$ cat config.mk
export PLATFORM = sky130hd
export DESIGN_NAME = ptra_ctrl
export DESIGN_NICKNAME = d
export VERILOG_FILES = /design/src/hdl/ptra_pkg.sv /design/src/hdl/ptra_ctrl.sv
export SDC_FILE = /design/constraint.sdc
export NUM_CORES = 1
export LEC_CHECK = 0
export BUFFER_PORTS_ARGS = -buffer_cell sky130_fd_sc_hd__buf_2
export CORE_ASPECT_RATIO = 0.9
export CORE_MARGIN = 2
export CORE_UTILIZATION = 53
export CTS_BUF_LIST = sky130_fd_sc_hd__clkbuf_8
export CTS_CLUSTER_SIZE = 16
export DETAILED_ROUTE_END_ITERATION = 16
export PLACE_DENSITY = 0.83
export RECOVER_POWER = 50
export SYNTH_ARGS = -nofsm -noshare
export SYNTH_HDL_FRONTEND = slang
export SYNTH_SLANG_ARGS = --single-unit
$ cat constraint.sdc
create_clock -name clk -period 2.28 [get_ports clk]
set_input_delay 0.114 -clock clk [delete_from_list [all_inputs] [get_ports clk]]
set_output_delay 0.114 -clock clk [all_outputs]
set_load 0.05 [all_outputs]
$ cat src/hdl/ptra_pkg.sv
// Shared types, constants and tables for the point transform range block.
`timescale 1ns / 1ps
package ptra_pkg;

  localparam int TABLE_DEPTH = 1024;
  localparam int AW = $clog2(TABLE_DEPTH);
  localparam int CW = $clog2(TABLE_DEPTH + 1);

  localparam int CORDIC_STEPS = 16;
  localparam int IW = $clog2(CORDIC_STEPS);
  localparam int WW = 51;   // working coordinate width during rotation
  localparam int ZW = 36;   // angle accumulator width, Q30
  localparam int FW = 30;   // multiplier factor width
  localparam int CHUNK = 13;
  localparam int NCHUNK = 4;
  localparam int MW = CHUNK * NCHUNK;
  localparam int PW = CHUNK + FW;
  localparam int ACCW = MW + FW;
  localparam int KW = $clog2(NCHUNK);

  localparam logic [1:0] MODE_APPEND = 2'd0;
  localparam logic [1:0] MODE_QUERY  = 2'd1;
  localparam logic [1:0] MODE_CLEAR  = 2'd2;

  localparam logic [FW-1:0] KINV_Q30 = 30'd652032874;
  localparam logic signed [ZW-1:0] PI_Q30     = 36'sd3373259426;
  localparam logic signed [ZW-1:0] TWOPI_Q30  = 36'sd6746518852;
  localparam logic signed [ZW-1:0] HALFPI_Q30 = 36'sd1686629713;

  typedef struct packed {
    logic [1:0]         mode;
    logic               op_kind;
    logic [18:0]        op_value;
    logic [10:0]        range_first;
    logic [10:0]        range_last;
    logic signed [47:0] point_x;
    logic signed [47:0] point_y;
  } in_item_t;

  typedef struct packed {
    logic signed [47:0] result_x;
    logic signed [47:0] result_y;
    logic               range_error;
    logic               overflow;
  } out_item_t;

  typedef struct packed {
    logic load_query;
    logic append;
    logic clear;
    logic fetch;
    logic decode;
    logic reduce;
    logic quad;
    logic cordic_step;
    logic mul_load;
    logic mul_step;
    logic round;
    logic sel_y;
    logic next_idx;
    logic out_load;
  } cmd_t;

  typedef struct packed {
    logic range_bad;
    logic is_rot;
    logic last_entry;
    logic cordic_done;
    logic mul_done;
    logic out_free;
  } sts_t;

  function automatic logic signed [ZW-1:0] atan_q30(input logic [IW-1:0] i);
    logic signed [ZW-1:0] a;
    a = '0;
    unique case (i)
      4'd0:  a = 36'sd843314857;
      4'd1:  a = 36'sd497837829;
      4'd2:  a = 36'sd263043837;
      4'd3:  a = 36'sd133525159;
      4'd4:  a = 36'sd67021687;
      4'd5:  a = 36'sd33543516;
      4'd6:  a = 36'sd16775851;
      4'd7:  a = 36'sd8388437;
      4'd8:  a = 36'sd4194283;
      4'd9:  a = 36'sd2097149;
      4'd10: a = 36'sd1048576;
      4'd11: a = 36'sd524288;
      4'd12: a = 36'sd262144;
      4'd13: a = 36'sd131072;
      4'd14: a = 36'sd65536;
      4'd15: a = 36'sd32768;
      default: a = '0;
    endcase
    return a;
  endfunction

endpackage

$ cat src/hdl/ptra_ctrl.sv
// Sequencing state machine for the point transform range block.
`timescale 1ns / 1ps
module ptra_ctrl (
  input  logic          clk,
  input  logic          rst_n,
  input  logic          in_valid,
  input  logic [1:0]    in_mode,
  input  ptra_pkg::sts_t sts,
  output ptra_pkg::cmd_t cmd,
  output logic          idle
);
  import ptra_pkg::*;

  typedef enum logic [12:0] {
    S_IDLE   = 13'b0000000000001,
    S_FETCH  = 13'b0000000000010,
    S_DECODE = 13'b0000000000100,
    S_RED    = 13'b0000000001000,
    S_QUAD   = 13'b0000000010000,
    S_CORD   = 13'b0000000100000,
    S_MLDX   = 13'b0000001000000,
    S_MULX   = 13'b0000010000000,
    S_RNDX   = 13'b0000100000000,
    S_MLDY   = 13'b0001000000000,
    S_MULY   = 13'b0010000000000,
    S_RNDY   = 13'b0100000000000,
    S_DONE   = 13'b1000000000000
  } state_t;

  state_t state_r, state_nxt;

  always_ff @(posedge clk) begin
    if (!rst_n) begin
      state_r <= S_IDLE;
    end else begin
      state_r <= state_nxt;
    end
  end

  assign idle = (state_r == S_IDLE);

  always_comb begin
    cmd = '0;
    state_nxt = state_r;
    unique case (state_r)
      S_IDLE: begin
        if (in_valid) begin
          unique case (in_mode)
            MODE_APPEND: cmd.append = 1'b1;
            MODE_CLEAR:  cmd.clear = 1'b1;
            MODE_QUERY: begin
              cmd.load_query = 1'b1;
              state_nxt = sts.range_bad ? S_DONE : S_FETCH;
            end
            default: ;
          endcase
        end
      end
      S_FETCH: begin
        cmd.fetch = 1'b1;
        state_nxt = S_DECODE;
      end
      S_DECODE: begin
        cmd.decode = 1'b1;
        state_nxt = sts.is_rot ? S_RED : S_MLDX;
      end
      S_RED: begin
        cmd.reduce = 1'b1;
        state_nxt = S_QUAD;
      end
      S_QUAD: begin
        cmd.quad = 1'b1;
        state_nxt = S_CORD;
      end
      S_CORD: begin
        cmd.cordic_step = 1'b1;
        if (sts.cordic_done) state_nxt = S_MLDX;
      end
      S_MLDX: begin
        cmd.mul_load = 1'b1;
        state_nxt = S_MULX;
      end
      S_MULX: begin
        cmd.mul_step = 1'b1;
        if (sts.mul_done) state_nxt = S_RNDX;
      end
      S_RNDX: begin
        cmd.round = 1'b1;
        state_nxt = S_MLDY;
      end
      S_MLDY: begin
        cmd.mul_load = 1'b1;
        cmd.sel_y = 1'b1;
        state_nxt = S_MULY;
      end
      S_MULY: begin
        cmd.mul_step = 1'b1;
        if (sts.mul_done) state_nxt = S_RNDY;
      end
      S_RNDY: begin
        cmd.round = 1'b1;
        cmd.sel_y = 1'b1;
        cmd.next_idx = 1'b1;
        state_nxt = sts.last_entry ? S_DONE : S_FETCH;
      end
      S_DONE: begin
        if (sts.out_free) begin
          cmd.out_load = 1'b1;
          state_nxt = S_IDLE;
        end
      end
      default: state_nxt = S_IDLE;
    endcase
  end

endmodule

# Word-level counts from Yosys, hierarchy flattened

Index checks and enable logic that the tools add are counted.

Bits in registers: 13
Input bits: 11
Output and inout port bits: 15
Logic and storage cells: 55

Eq/ne operators: 21
Muxes and demuxes: 27
Reduce and logical (&&, ||, !) cells: 6

Operators with widths:

| cell                                                                    | number |
|---|---|
| 13-bit case mux with 13 select lines                                    | 1 |
| 13-bit 2-to-1 mux                                                       | 8 |
| 1-bit 2-to-1 mux                                                        | 15 |
| 13-bit by 1-bit == test with 1-bit output, second input constant        | 1 |
| 13-bit by 10-bit == test with 1-bit output, second input constant       | 1 |
| 13-bit by 11-bit == test with 1-bit output, second input constant       | 1 |
| 13-bit by 12-bit == test with 1-bit output, second input constant       | 1 |
| 13-bit == test, second input constant                                   | 1 |
| 13-bit by 2-bit == test with 1-bit output, second input constant        | 1 |
| 13-bit by 3-bit == test with 1-bit output, second input constant        | 1 |
| 13-bit by 4-bit == test with 1-bit output, second input constant        | 1 |
| 13-bit by 5-bit == test with 1-bit output, second input constant        | 1 |
| 13-bit by 6-bit == test with 1-bit output, second input constant        | 1 |
| 13-bit by 7-bit == test with 1-bit output, second input constant        | 1 |
| 13-bit by 8-bit == test with 1-bit output, second input constant        | 1 |
| 13-bit by 9-bit == test with 1-bit output, second input constant        | 1 |
| 2-bit inequality test, second input constant                            | 5 |
| 2-bit OR reduction                                                      | 4 |
| 7-bit 2-to-1 mux                                                        | 1 |
| 3-bit 2-to-1 mux                                                        | 2 |
| 6-bit AND reduction                                                     | 1 |
| 2-bit by 1-bit == test with 1-bit output, second input constant         | 1 |
| 2-bit == test, second input constant                                    | 1 |
| 2-bit zero test                                                         | 1 |
| 2-bit by 1-bit inequality test with 1-bit output, second input constant | 1 |

# Logic depth before layout (Yosys ltp)

Gate-level depths: netlist of run 1.

Word-level depth: 4
Gate-level depth with buffers: 6
Gate-level depth less buffers: 5

# Worst setup path before layout of run 1

No wires, ideal clock.

Kind: reg-to-reg
From: reg state_r[12]
To: reg state_r[2]
Setup time: 0.091 ns
Data arrival time: 3.097 ns
Required time: 2.189 ns
Slack: -0.908 ns
Stages on the path, launching flop included: 6
Buffers on the path: 1
Clock period less this slack: 3.188 ns
Path through: dfxtp_1 clkbuf_1 nor4_1 nand3_1 nor4b_1 nor4bb_1

Word-level cells in the longest chain between the ends: 3
Elaborated cells on any way between the ends: 21
Classes of those cells: eq/ne (19); mux (1); reduce/logical (1)

RTL lines:

| item                                                                                                       | line            | text |
|---|---|---|
| start: declaration                                                                                         | ptra_ctrl.sv:30 | `state_t state_r, state_nxt;` |
| start signal: assignment                                                                                   | ptra_ctrl.sv:36 | `state_r <= state_nxt;` |
| 13-bit by 1-bit == test with 1-bit output (tied with other cells)                                          | ptra_ctrl.sv:45 | `unique case (state_r)` |
| 2-bit by 1-bit inequality test with 1-bit output (no line) / 2-bit inequality test (equally long branches) | -               |  |
| 6-bit AND reduction (no line)                                                                              | -               |  |

Several ways; a longest one is shown, not always the timed one.
A chain may end at the register's enable or synchronous reset.

# Worst setup path after layout of run 1

From: reg state_r[1]
To: reg state_r[6]

Same word-level chain as after synthesis.

==> results of run 1 <==
## metal layers
| metal | global-route usage [%] | part of all wire, % | wire, um |
|---|---|---|---|
| met1 | 37.9 | 43 | 1140 |
| met2 | 47.3 | 50 | 1300 |
| met3 | 5.53 | 5.3 | 139 |
| met4 | 10.8 | 1.7 | 45 |
| met5 | 0 | 0 | 0 |
## per-stage QoR
stage                     cell area, um2  cells  util (%)  hold slack [ns]  setup slack, ns
after floorplan                      981    112         -            0.231           -0.220
after global routing                1250    167      75.9            0.121          0.00935
final                               1250    167      75.9            0.106            0.101
after detailed placement            1160    162      70.4            0.359            0.181
after CTS                           1220    166      74.1            0.106           0.0391
after global placement              1160    162      70.4            0.352            0.215
## synthesized netlist by cell type
cell type  count
nor2_1        14
dfxtp_1       13
nor4_1         7
inv_1          5
nand2_1        5
nand2b_1       5
nor3_1         5
nand3_1        4
nand4_1        4
a21boi_1       3
clkbuf_1       3
nand3b_1       3
nor4bb_1       3
or4_4          3
a21oi_1        2
buf_2          2
nand4b_1       2
nor3b_1        2
nor4b_1        2
o21ai_0        2
o21ai_1        2
or3b_2         2
xor2_1         2
a211o_1        1
a311o_1        1
a31oi_1        1
and3_1         1
and4_1         1
and4b_1        1
and4bb_2       1
nor2b_1        1
nor4b_2        1
o211ai_1       1
o21a_1         1
o22a_1         1
o311ai_4       1
o41ai_1        1
or2_0          1
or3_1          1
xnor2_1        1
## worst max path at each step
stage	start	end	slack, ns	cells after the start
6_report	state_r[1]	state_r[6]	0.10	5
5_1_grt	state_r[1]	cmd[6]	0.009	5
4_1_cts	state_r[0]	cmd[3]	0.04	5
3_5_place_dp	state_r[0]	state_r[12]	0.18	5
3_3_place_gp	state_r[0]	state_r[6]	0.21	5
2_1_floorplan	state_r[12]	state_r[6]	-0.22	6
## power groups by stage
stage | Combinational [mW] | Clock, mW | Sequential, mW
5_1_grt | 0.286 | 0.218 | 0.260
3_3_place_gp | 0.243 | 0 | 0.257
6_report | 0.262 | 0.205 | 0.258
3_5_place_dp | 0.246 | 0 | 0.259
2_1_floorplan | 0.179 | 0 | 0.252
4_1_cts | 0.257 | 0.204 | 0.254
## kinds of logic (layout without fill, tap and decap cells)
group           count (synthesis)  in the layout
simple gates                   69             69
compound gates                 17             17
flops                          13             13
buf+inv                        10             41
xor+xnor                        3              3
## worst max-delay path, stage by stage (launching register included)
cell      delay (ns)
dfxtp_1         0.39
or4_4           0.59
or4_1           0.63
o311ai_4        0.16
or3b_2          0.24
nor2_1          0.06
## what timing repair did
| item | in CTS | in global routing |
|---|---|---|
| endpoints found under the setup margin | 4 | 9 |
| setup buffers | 0 | 1 |
| pin swaps | 0 | 1 |
| gates resized for setup | 2 | 9 |
## final cells by class
type / instances / area [um2] / area share, %
timing repair buffer: 32 / 181 / 14.5
sequential: 13 / 263 / 21.0
tap: 24 / 30.0 / 2.40
inverter: 5 / 18.8 / 1.50
clock buffer: 3 / 41.3 / 3.30
multi-input combinational: 89 / 712 / 57.0
clock inverter: 1 / 3.75 / 0.300
==> flow_summary.toml, run 1 <==
[outcome]
status = "complete, no violations"

[logic_synthesis]
synth_top_area_share_pct = 28.8
netlist_area_um2 = 905
synth-compound-area-share_pct = 15.1
synthMuxAreaShare_pct = 0
syn_inst = 112
ys_ff_latch = 13
synth.distinct_cells = 40
yosys.area_share.simple_pct = 48.8
synth.area.top_cells = "dfxtp_1, nor2_1, nor4_1, or4_4, nand2b_1"
synth_xor_area_share_pct = 2.90
syn-mean-instance-area_um2 = 8.08
synth_top_family_by_area = "simple AND/OR/NAND/NOR gates"
synthAdderAreaFrac_pct = 0
synth_nets = 123
synth-seq-area-share_pct = 28.8
yosysTopAreaCell = "dfxtp_1"
yosys_warnings = 0

[cells_and_area]
fillCellCount = 137
largest_reg_flops = 13
layout_commonest_cell = "buf_2"
nNetsFinal = 155
largest-register = "state_r"
n_antenna_cell = 0
final_cell_mix = "buf_2, nor2_1, dfxtp_1"
drive_gt1_share_pct = 37.8
reg_top3 = "state_r: 13 flops"
area_growth_pct = 38.2

[floorplan]
core_um2 = 1650
initial_core_util_pct = 54.9
io_pins = 26
die_area_um2 = 2050
die_h_um = 43.2
rows = 14
die_x_um = 47.6

[power_and_ir_drop]
p_per_area_nw_per_um2 = 580
seqPwrFrac_pct = 35.6
power_frac_comb_pct = 36.2
power.share.clock_pct = 28.2
p_int_mw = 0.460
vdd_drop_max_uv = 471
power.switching_mw = 0.266
totalPowerFinal_mw = 0.725
power_leakage_nw = 0.534
switching_share_pct = 36.6

[sta]
rsz0062_at_grt = "false"
max_freq_mhz = 459
skew_ns = 0.00370
finalSetupTns_ns = 0
finalSetupViolations = 0
timing.final.crit_share_pct = 95.6
tightest_slew_ns = 0.604
relSlewSlack_pct = 59.9
hold_viol = 0
finalCriticalPeriod_ns = 2.18
drv_slew = 0

[grt]
grt_max_degree = 12
grt_pass1_vias = 955
track_usage_pct = 29.4
grt_pass1_wl_mm = 4.27
antenna_found_initial = 0
grt_overflow = 0

[route]
wl_mm = 2.63
drt-vias-per-instance = 6.05
vias = 1011
wl_per_cell_um = 15.7
drtPass1Iterations = 4
drc = 0
ant_nets = 0
drt_iter0_markers = 38

[placed_design]
portBuffers = 25
place_congestion = 0.868
dp_hpwl_mm = 2.02

[clocking]
clk_latency_ns = 0.24
cts-root-buf = "clkbuf_8"
clockBufferDepth = 2
clock_sinks = 13
cts.htree.levels = 1
cts_tree = "yes"
path_clk_slew_ns = 0.06
cts_buffers = 3
cts_hold_buf = 0

[worst_setup_path]
r2r-start = "state_r[1]"
cp_max_fo = 6
arrival_ns = 2.31
critPathCaptureType = "register"
cp-start-kind = "register"
path_class = "register to register"
r2r_slack_ns = 0.10
cp.required_ns = 2.41
r2r-end = "state_r[6]"
worst_r2r_path_depth = 5

[hold_path]
worstHoldEndpoint = "state_r[3]"
min_path_cells = 2
hp-start = "sts[4]"
hold_path.class = "primary input to register"

[job]
max_cap_violations = 0
(Power assumes the default switching activity.)
==> run 2, diff against run 1 <==
- ABC_AREA: default -> 1
==> flow_summary.toml, run 2 <==
[route]
vias = 1052
drtPass1Iterations = 5
drc = 0
drt_iter0_markers = 41
wl_per_cell_um = 11.1
drt-vias-per-instance = 5.03
wl_mm = 2.33
ant_nets = 0

[logic_synthesis]
synthMuxAreaShare_pct = 0
synth-seq-area-share_pct = 27.7
synth_xor_area_share_pct = 0
yosys.area_share.simple_pct = 54.2
yosys_warnings = 0
ys_ff_latch = 13
syn_inst = 157
syn-mean-instance-area_um2 = 5.99
synth_nets = 168
synth_top_area_share_pct = 27.7
synthFlopType = "dfxtp_1"
yosysMostFrequentCell = "nand2_1"
synthAdderAreaFrac_pct = 0
synth_common_cells = "nand2_1, inv_1, nor2_1"
yosysTopAreaCell = "dfxtp_1"
synth_edf_count = 0
ys_async_sr_fraction_pct = 0
synth.area.top_cells = "dfxtp_1, nand2_1, inv_1, nor2_1, nand3_1"
synth_top_family_by_area = "simple AND/OR/NAND/NOR gates"
synth.distinct_cells = 22
netlist_area_um2 = 940
synth-compound-area-share_pct = 3.73

[grt]
grt_max_degree = 11
track_usage_pct = 23.5
met2_usage_pct = 39.4
grt_pass1_wl_mm = 3.85
grt_overflow = 0
grt_pass1_vias = 932
antenna_found_initial = 0
top_usage_layer = "met2"
use_met3_pct = 3.45
grt_util_met1_pct = 30.7

[sta]
drv_slew = 0
hold-worst-slack_ns = 0.113
skew_ns = 0.0110
finalSetupViolations = 0
rsz0062_at_grt = "false"
finalCriticalPeriod_ns = 1.93
tightest_slew_ns = 0.670
hold_viol = 0
finalSetupTns_ns = 0
timing.final.crit_share_pct = 84.6
relSlewSlack_pct = 55.2
max_freq_mhz = 518

[placed_design]
place_congestion = 0.885
place_area_um2 = 1090
dp_hpwl_mm = 1.84
portBuffers = 25

[clocking]
cts_hold_buf = 0
clock_sinks = 13
cts_resized = 0
cts_buffers = 3
cts.htree.levels = 1
clk_latency_ns = 0.25
path_clk_slew_ns = 0.06
clockBufferDepth = 2
cts-root-buf = "clkbuf_8"
cts_setup_buffers = 0
cts_tree = "yes"

[floorplan]
core_um2 = 1660
die_area_um2 = 2130
rows = 14
die_x_um = 48.4
die_h_um = 43.9
initial_core_util_pct = 56.5
io_pins = 26

[worst_setup_path]
path_class = "register to primary output"
crit_chain = "nor2_1 -> nand2_2 -> nor2_1 -> nand2_1 -> inv_2 -> or2_2 -> buf_2"
cp-start-kind = "register"
critPathMostFrequentCell = "nor2_1"
critPathMaxStageDelay_ns = 0.32
critPathCaptureType = "primary output"
arrival_ns = 1.81
cpMaxStageDelayCell = "dfxtp_1"
cp.required_ns = 2.17
cp_max_fo = 5

[power_and_ir_drop]
p_per_area_nw_per_um2 = 905
totalPowerFinal_mw = 0.993
power_leakage_nw = 0.705
vdd_drop_max_uv = 606

[cells_and_area]
final_cell_mix = "nor2_1, nand2_1, inv_1"
multi_input_comb_area_um2 = 508
fin_area_um2 = 1100
drive_gt1_share_pct = 21.6
reg_top3 = "state_r: 13 flops"
nNetsFinal = 197
fillCellCount = 157
largest_reg_flops = 13
largest-register = "state_r"
n_antenna_cell = 0
area_growth_pct = 16.8
register_area_um2 = 260

[hold_path]
hold_path.class = "primary input to register"

[outcome]
status = "complete, no violations"

[job]
max_cap_violations = 0
-- run 2: per-layer routing --
| layer | routed length [um] | part of all wire (%) |
|---|---|---|
| met4 | 33 | 1.4 |
| met3 | 215 | 9.2 |
| met2 | 1040 | 45 |
| met1 | 1040 | 45 |
| met5 | 0 | 0 |
-- run 2: worst paths after layout --
| path | startpoint | end | slack (ns) | cells past startpoint |
|---|---|---|---|---|
| setup / recovery | state_r[2] | cmd[3] | 0.35 | 7 |
| hold reg to reg | state_r[10] | state_r[10] | 0.56 | 2 |
| hold / removal | sts[4] | state_r[3] | 0.11 | 3 |
| setup reg to reg | state_r[8] | state_r[0] | 0.40 | 8 |
-- run 2: where the power goes --
part	switching [mW]	total, mW	leakage [nW]	internal, mW
clock	0.0862	0.205	0.0269	0.119
sequential	0.0196	0.270	0.105	0.250
combinational	0.381	0.518	0.573	0.137
total	0.487	0.993	0.705	0.506
-- run 2: critical path: cells and delay by family, from the launching register on --
| kind | cells | cell delay [ns] |
|---|---|---|
| AND/OR/NAND/NOR | 5 | 0.90 |
| buffers and inverters | 2 | 0.34 |
| flip-flops | 1 | 0.32 |
-- run 2: layout make-up --
type / instances / share of cell area, %
Clock buffer: 3 / 3.76
Sequential cell: 13 / 23.7
Clock inverter: 1 / 0.342
Inverter: 34 / 11.9
Timing Repair Buffer: 25 / 11.3
Multi-Input combinational cell: 109 / 46.3
Tap cell: 24 / 2.74
-- run 2: metrics by stage --
stage	worst slack [ns]	utilization [%]	cells
CTS	0.440	68.2	209
floorplan	0.00464	-	157
finish	0.351	65.9	209
global placement	0.757	65.5	205
global route	0.179	65.9	209
detailed placement	0.711	65.5	205
-- run 2: logic make-up (layout without fill, tap and decap cells) --
kind of cell,Yosys count,after routing
DFF,13,13
AOI/OAI and AO/OA,6,6
buffers and inverters,35,63
and+or+nand+nor,103,103
